<file path="src/rtl/slseq_pkg.sv">
// Shared types, codes and reset values for the scanline sequencer with palette.
// Used by scanline_sequencer_palette_top and its port checker.
package slseq_pkg;

    localparam int unsigned PALETTE_ENTRIES_DEF   = 256;
    localparam int unsigned LINE_REPEAT_SHIFT_DEF = 1;

    localparam int unsigned S_TDATA_W = 40;
    localparam int unsigned M_TDATA_W = 48;
    localparam int unsigned CFG_ADDR_W = 3;
    localparam int unsigned CFG_DATA_W = 11;

    localparam int unsigned LINE_W  = 11;
    localparam int unsigned ROW_W   = 10;
    localparam int unsigned COLOR_W = 16;
    localparam int unsigned WORD_W  = 32;

    localparam logic [7:0]  FRONT_PORCH_RST = 8'd12;
    localparam logic [7:0]  SYNC_RST        = 8'd2;
    localparam logic [7:0]  BACK_PORCH_RST  = 8'd35;
    localparam logic [10:0] ACTIVE_RST      = 11'd400;
    localparam logic [1:0]  NO_SLOT         = 2'd2;

    typedef enum logic [1:0] {
        OP_TICK      = 2'd0,
        OP_PAL_WRITE = 2'd1,
        OP_PIXEL     = 2'd2
    } op_t;

    typedef enum logic [1:0] {
        KIND_VSYNC  = 2'd0,
        KIND_BLANK  = 2'd1,
        KIND_ACTIVE = 2'd2,
        KIND_PIXEL  = 2'd3
    } line_kind_t;

    typedef enum logic [2:0] {
        CFG_FRONT_PORCH = 3'd0,
        CFG_SYNC        = 3'd1,
        CFG_BACK_PORCH  = 3'd2,
        CFG_ACTIVE      = 3'd3,
        CFG_ENABLE      = 3'd4
    } cfg_reg_t;

endpackage

</file>
<file path="src/rtl/scanline_sequencer_palette_top.sv">
// Top level of the scanline sequencer: vertical line timing plus a palette memory.
// Depends on slseq_pkg.
//
// One word is taken every clock while the input is not stalled. A palette write goes into
// the palette memory at the edge where it is accepted. A pixel lookup reads the memory at
// that same edge, and its result is formed in the following cycle and loaded into the
// output register when the second stage advances. The result is offered from the output
// register and held there until it is taken. A line tick is classified and the scanline
// counter advanced in that second stage too. Sustained rate is one word per clock while
// the output is not stalled. The input stalls only when a result waits in the output
// register and the stage behind it is also full. Words that give no result (palette
// writes, op 3) leave nothing on the output. The palette has no reset and no clearing
// pass: an entry must be written before it is looked up.
module scanline_sequencer_palette_top #(
    parameter int unsigned PALETTE_ENTRIES   = slseq_pkg::PALETTE_ENTRIES_DEF,
    parameter int unsigned LINE_REPEAT_SHIFT = slseq_pkg::LINE_REPEAT_SHIFT_DEF
) (
    input  logic                               aclk,
    input  logic                               aresetn,
    input  logic                               s_tvalid,
    output logic                               s_tready,
    // palette_index[7:0], comp_high[13:8], comp_mid[19:14], comp_low[25:20],
    // pixel_code[33:26], zero fill [39:34]
    input  logic [slseq_pkg::S_TDATA_W-1:0]    s_tdata,
    // op[1:0]
    input  logic [1:0]                         s_tuser,
    output logic                               m_tvalid,
    input  logic                               m_tready,
    // source_row[9:0], line_slot[10], refill[11], pixel_word[43:12], zero fill [47:44]
    output logic [slseq_pkg::M_TDATA_W-1:0]    m_tdata,
    // line_kind[1:0]
    output logic [1:0]                         m_tuser,
    // frame_end
    output logic                               m_tlast,
    input  logic                               cfg_wr_en,
    input  logic [slseq_pkg::CFG_ADDR_W-1:0]   cfg_addr,
    input  logic [slseq_pkg::CFG_DATA_W-1:0]   cfg_wdata
);

    localparam int unsigned IDX_W = (PALETTE_ENTRIES > 1) ? $clog2(PALETTE_ENTRIES) : 1;

    logic [slseq_pkg::COLOR_W-1:0] palette_mem [PALETTE_ENTRIES];

    logic [7:0]  front_porch_reg, sync_reg, back_porch_reg;
    logic [10:0] active_reg;
    logic        enable_reg;

    logic [slseq_pkg::LINE_W-1:0] scanline_reg, scanline_next;
    logic [1:0]                   last_slot_reg, last_slot_next;

    logic                          s1_valid_reg, s1_valid_next;
    logic                          s1_pixel_reg;
    logic                          s1_hit_reg;
    logic [slseq_pkg::COLOR_W-1:0] rd_data_reg;

    logic                           m_valid_reg, m_valid_next;
    logic [1:0]                     m_kind_reg, m_kind_next;
    logic [slseq_pkg::M_TDATA_W-1:0] m_data_reg, m_data_next;
    logic                           m_last_reg, m_last_next;

    logic [7:0]  in_index;
    logic [5:0]  in_high, in_mid, in_low;
    logic [7:0]  in_code;
    logic        accept, advance, s1_load;
    logic        idx_hit, code_hit;

    logic [8:0]                   sync_stop;
    logic [9:0]                   inactive;
    logic [11:0]                  total;
    logic [slseq_pkg::LINE_W-1:0] line_diff, row_full;
    logic [11:0]                  line_inc;
    logic                         in_vsync, in_blank, wrap;
    logic [slseq_pkg::ROW_W-1:0]  row;
    logic                         slot, refill;
    logic [slseq_pkg::WORD_W-1:0] pixel_word;

    assign in_index = s_tdata[7:0];
    assign in_high  = s_tdata[13:8];
    assign in_mid   = s_tdata[19:14];
    assign in_low   = s_tdata[25:20];
    assign in_code  = s_tdata[33:26];

    assign idx_hit  = {1'b0, in_index} < 9'(PALETTE_ENTRIES);
    assign code_hit = {1'b0, in_code} < 9'(PALETTE_ENTRIES);

    assign advance  = s1_valid_reg && (!m_valid_reg || m_tready);
    assign s_tready = !s1_valid_reg || advance;
    assign accept   = s_tvalid && s_tready;
    assign s1_load  = accept && (s_tuser == slseq_pkg::OP_TICK || s_tuser == slseq_pkg::OP_PIXEL);

    always_ff @(posedge aclk) begin
        if (accept && s_tuser == slseq_pkg::OP_PAL_WRITE && idx_hit) begin
            palette_mem[in_index[IDX_W-1:0]] <= {in_high[5:1], in_mid, in_low[5:1]};
        end
    end

    always_ff @(posedge aclk) begin
        if (accept) begin
            rd_data_reg  <= palette_mem[in_code[IDX_W-1:0]];
            s1_pixel_reg <= (s_tuser == slseq_pkg::OP_PIXEL);
            s1_hit_reg   <= code_hit;
        end
    end

    always_ff @(posedge aclk) begin
        if (!aresetn) begin
            front_porch_reg <= slseq_pkg::FRONT_PORCH_RST;
            sync_reg        <= slseq_pkg::SYNC_RST;
            back_porch_reg  <= slseq_pkg::BACK_PORCH_RST;
            active_reg      <= slseq_pkg::ACTIVE_RST;
            enable_reg      <= 1'b0;
        end else if (cfg_wr_en) begin
            unique case (cfg_addr)
                slseq_pkg::CFG_FRONT_PORCH: front_porch_reg <= cfg_wdata[7:0];
                slseq_pkg::CFG_SYNC:        sync_reg        <= cfg_wdata[7:0];
                slseq_pkg::CFG_BACK_PORCH:  back_porch_reg  <= cfg_wdata[7:0];
                slseq_pkg::CFG_ACTIVE:      active_reg      <= cfg_wdata[10:0];
                slseq_pkg::CFG_ENABLE:      enable_reg      <= cfg_wdata[0];
                default: ;
            endcase
        end
    end

    assign sync_stop = {1'b0, front_porch_reg} + {1'b0, sync_reg};
    assign inactive  = {1'b0, sync_stop} + {2'b00, back_porch_reg};
    assign total     = {2'b00, inactive} + {1'b0, active_reg};
    assign line_diff = scanline_reg - {1'b0, inactive};
    assign row_full  = line_diff >> LINE_REPEAT_SHIFT;
    assign row       = row_full[slseq_pkg::ROW_W-1:0];
    assign slot      = row_full[0];
    assign line_inc  = {1'b0, scanline_reg} + 12'd1;
    assign in_vsync  = scanline_reg >= {3'b000, front_porch_reg}
                       && scanline_reg < {2'b00, sync_stop};
    assign in_blank  = scanline_reg < {1'b0, inactive};
    assign wrap      = line_inc >= total || line_inc[11];
    assign refill    = {1'b0, slot} != last_slot_reg;
    assign pixel_word = (enable_reg && s1_hit_reg) ? {rd_data_reg, rd_data_reg}
                                                   : '0;

    always_comb begin
        scanline_next  = scanline_reg;
        last_slot_next = last_slot_reg;
        m_kind_next    = m_kind_reg;
        m_data_next    = m_data_reg;
        m_last_next    = m_last_reg;
        if (advance) begin
            m_data_next = '0;
            m_last_next = 1'b0;
            if (s1_pixel_reg) begin
                m_kind_next        = slseq_pkg::KIND_PIXEL;
                m_data_next[43:12] = pixel_word;
            end else begin
                if (in_vsync) begin
                    m_kind_next = slseq_pkg::KIND_VSYNC;
                end else if (in_blank) begin
                    m_kind_next = slseq_pkg::KIND_BLANK;
                end else begin
                    m_kind_next      = slseq_pkg::KIND_ACTIVE;
                    m_data_next[9:0] = row;
                    m_data_next[10]  = slot;
                    m_data_next[11]  = refill;
                    last_slot_next   = {1'b0, slot};
                end
                if (wrap) begin
                    scanline_next  = '0;
                    last_slot_next = slseq_pkg::NO_SLOT;
                    m_last_next    = 1'b1;
                end else begin
                    scanline_next = line_inc[slseq_pkg::LINE_W-1:0];
                end
            end
        end
    end

    always_comb begin
        s1_valid_next = s1_valid_reg;
        if (s1_load) begin
            s1_valid_next = 1'b1;
        end else if (advance) begin
            s1_valid_next = 1'b0;
        end
        m_valid_next = m_valid_reg;
        if (advance) begin
            m_valid_next = 1'b1;
        end else if (m_tready) begin
            m_valid_next = 1'b0;
        end
    end

    always_ff @(posedge aclk) begin
        if (!aresetn) begin
            scanline_reg  <= '0;
            last_slot_reg <= slseq_pkg::NO_SLOT;
            s1_valid_reg  <= 1'b0;
            m_valid_reg   <= 1'b0;
        end else begin
            scanline_reg  <= scanline_next;
            last_slot_reg <= last_slot_next;
            s1_valid_reg  <= s1_valid_next;
            m_valid_reg   <= m_valid_next;
        end
    end

    always_ff @(posedge aclk) begin
        m_kind_reg <= m_kind_next;
        m_data_reg <= m_data_next;
        m_last_reg <= m_last_next;
    end

    assign m_tvalid = m_valid_reg;
    assign m_tuser  = m_kind_reg;
    assign m_tdata  = m_data_reg;
    assign m_tlast  = m_last_reg;

endmodule

</file>
<file path="config.mk">
export PLATFORM = sky130hd
export DESIGN_NAME = scanline_sequencer_palette_top
export DESIGN_NICKNAME = d
export VERILOG_FILES = /design/src/rtl/slseq_pkg.sv /design/src/rtl/scanline_sequencer_palette_top.sv
export SDC_FILE = /design/constraint.sdc
export NUM_CORES = 2
export LEC_CHECK = 0
export BUFFER_PORTS_ARGS = -buffer_cell sky130_fd_sc_hd__buf_2
export CELL_PAD_IN_SITES_DETAIL_PLACEMENT = 1
export CELL_PAD_IN_SITES_GLOBAL_PLACEMENT = 2
export CORE_MARGIN = 1
export CORE_UTILIZATION = 54
export CTS_CLUSTER_DIAMETER = 80
export DETAILED_ROUTE_END_ITERATION = 8
export PLACE_DENSITY_LB_ADDON = 0.1
export RECOVER_POWER = 25
export SLEW_MARGIN = 20
export SYNTH_ARGS = -nofsm -noshare
export SYNTH_HDL_FRONTEND = slang
export SYNTH_SLANG_ARGS = --single-unit
</file>
<file path="constraint.sdc">
create_clock -name aclk -period 15 [get_ports aclk]
set_input_delay 0.75 -clock aclk [delete_from_list [all_inputs] [get_ports aclk]]
set_output_delay 0.75 -clock aclk [all_outputs]
set_load 0.01 [all_outputs]
</file>
==> impl_metrics.py <==
metrics = {
    "status": {
        "status": "complete, but fails checks",
        "violations": "capacitance limit, slew limit",
    },
    "place": {
        "io_buffers": 101,
        "place.gp.congestion": 0.820,
        "hpwl_um": 256000,
        "post_dp_cell_area_sq_um": 168000,
    },
    "routing": {
        "viasPerCell": 6.51,
        "first_pass_iters": 5,
        "drc_errors": 0,
        "wl_met2_um": 207000,
        "route.met3.wl_um": 34500,
        "vias": 82000,
        "wl_met1_um": 186000,
        "drtAntennaViolNets": 0,
        "wl_per_cell_um": 35.2,
        "highest_layer": "met5",
        "wirelength_um": 443000,
        "drtIter0Drc": 9665,
    },
    "yosys": {
        "ys_async_sr_fraction": 0,
        "synthTopCellsByArea": "edfxtp_1 (77%), mux4_2 (11%), mux2i_1 (3.3%)",
        "yosysTopAreaCell": "edfxtp_1",
        "avgSynthCellArea_sq_um": 20.7,
        "synth_top_area_share": 0.769,
        "synth_edf_count": 4143,
        "ys_seq_elements": 4194,
        "ys_warn_count": 0,
        "syn-cell-area_sq_um": 162000,
        "synthDistinctLibCells": 54,
        "syn_inst": 7828,
        "ys_seq_area_frac": 0.775,
        "synth-main-ff-cell": "edfxtp_1",
    },
    "sta": {
        "hold_viol_final": 0,
        "min_period_ps": 8980,
        "fin_crit_sh": 0.599,
        "tns_ps": 0,
        "clock_skew_ps": 42.5,
        "holdWs_ps": 92.8,
        "grt_setup_unrepaired": "no",
        "drv_slew": 2593,
        "timing.slew.headroom": -4.53,
        "max_freq_mhz": 111,
        "worstMarginPinSlew_ps": 8300,
        "setup_viol": 0,
    },
    "die": {
        "start_util": 0.544,
        "ios": 114,
        "die_x_um": 549,
        "core_area_sq_um": 298000,
        "die-height_um": 549,
        "rows": 200,
        "die_area_sq_um": 302000,
    },
    "cells_and_area": {
        "utilization": 0.611,
        "largest_reg_flops": 4096,
        "nets": 8413,
        "layout-drive-gt1-share": 0.218,
        "syn_to_final_growth_pct": 12.4,
        "final_cell_area_sq_um": 182000,
    },
    "power": {
        "leakagePower_nw": 58.4,
        "vdd_drop_max_mv": 0.114,
        "p_total_mw": 24.6,
        "power_density_nw_per_um2": 135,
    },
    "grt": {
        "grt-ovfl-total": 0,
        "first_global_vias": 84300,
        "grt_pass1_wl_um": 623000,
        "grt_max_degree": 168,
        "track_usage": 0.293,
        "grt_antenna_before_repair": 28,
    },
    "setup_path": {
        "path_delay_family": "buffers and inverters",
        "critPathBufInv": 2,
        "cpMostUsedCell": "clkbuf_1",
        "critPathRequiredTime_ps": 14510,
        "cp-start-kind": "input port",
        "crit_fanout": 167,
        "critPathMaxStageDelay_ps": 5730,
        "slowest_stage": "clkbuf_1",
        "worst-setup-path-type": "input port to flop",
        "cp_cell_sequence": "clkbuf_1, clkbuf_1",
        "critPathCaptureType": "flop",
        "worstPathArrival_ps": 8490,
    },
    "clocking": {
        "numCtsBuffers": 425,
        "hold_buffers": 3,
        "cts_tree": "yes",
        "path_clk_slew_ps": 60,
        "cts_max_level": 5,
        "insertion_delay_ps": 950,
        "clock_path_buffers": 4,
        "cts_sinks": 4194,
        "ctsResizeCount": 0,
        "root_buffer": "clkbuf_16",
        "postCtsSetupRepairBufs": 0,
    },
    "job": {
        "max-cap-violations": 32,
    },
    "hold_path": {
        "min_path_type": "input port to flop",
    },
}
[stage by stage]
stage | worst slack, ps | instances
2_1_floorplan | 10060 | 7831
3_3_place_gp | 8570 | 11800
3_5_place_dp | 8540 | 11800
4_1_cts | 9360 | 12600
5_1_grt | 5560 | 12600
6_report | 6020 | 12600
[final timing paths]
check / startpoint / to / slack (ps) / cells past startpoint
max reg2reg: front_porch_reg[0] / scanline_reg[0] / 9410 / 27
min reg2reg: back_porch_reg[4] / back_porch_reg[4] / 470 / 2
min: cfg_wdata[5] / back_porch_reg[5] / 90 / 3
max: s_tdata[9] / palette_mem[42][11] / 6020 / 2
[report_power, final]
group          switching [mW]  internal (mW)  total [mW]
Clock                    4.44           6.06        10.5
Combinational           0.789          0.368        1.16
Sequential            0.00984           12.9        12.9
[layer usage]
layer  GRT usage  up-vias
met5           0        -
met4      0.0990        4
met3      0.0436      619
met2       0.455     3569
met1       0.431    44100
li1            -    33600
[layout by cell type, fill, tap and decap left out, types with 63 or more instances in the layout]
cell type  count
clkinv_1      98
o22ai_1      288
nand2_1      140
clkinv_2      72
a22o_1       112
mux2i_1      529
clkbuf_1     128
a22oi_1      192
a21oi_1      180
mux4_2       768
buf_2         82
buf_4        356
edfxtp_1    4143
clkbuf_16    434
nor2_1       257
nor4_1        63
ha_1          66
nor3_1       124
[synth_stat cells, types with 43 or more instances]
master,instances
mux2i_1,529
a22oi_1,192
nor4_1,67
buf_4,103
inv_1,43
edfxtp_1,4143
buf_2,81
a21oi_1,180
ha_1,66
o22ai_1,288
a22o_1,112
clkbuf_1,221
mux4_2,768
nand2_1,150
nor2_1,286
dfxtp_1,51
a221oi_1,48
nor3_1,124
[cells by family after synthesis]
family                   share of synthesized area
AND/OR/NAND/NOR                             0.0222
flip-flops                                   0.775
XOR/XNOR                                   0.00211
buffers and inverters                       0.0162
AO/OA/AOI/OAI                               0.0392
multiplexers                                 0.140
adder cells (fa/ha/maj)                    0.00560
other                                    0.0000232
[final cells by class]
class / instances / area (sq um)
timing repair buffer: 492 / 3590
clock buffer: 529 / 11200
clock inverter: 247 / 2460
fill: 24400 / 116000
tap: 3939 / 4930
multi-input combinational: 3125 / 34000
sequential: 4194 / 125000
antenna: 19 / 47.5
inverter: 44 / 165
No activity file was read; power rests on OpenSTA's default activity.
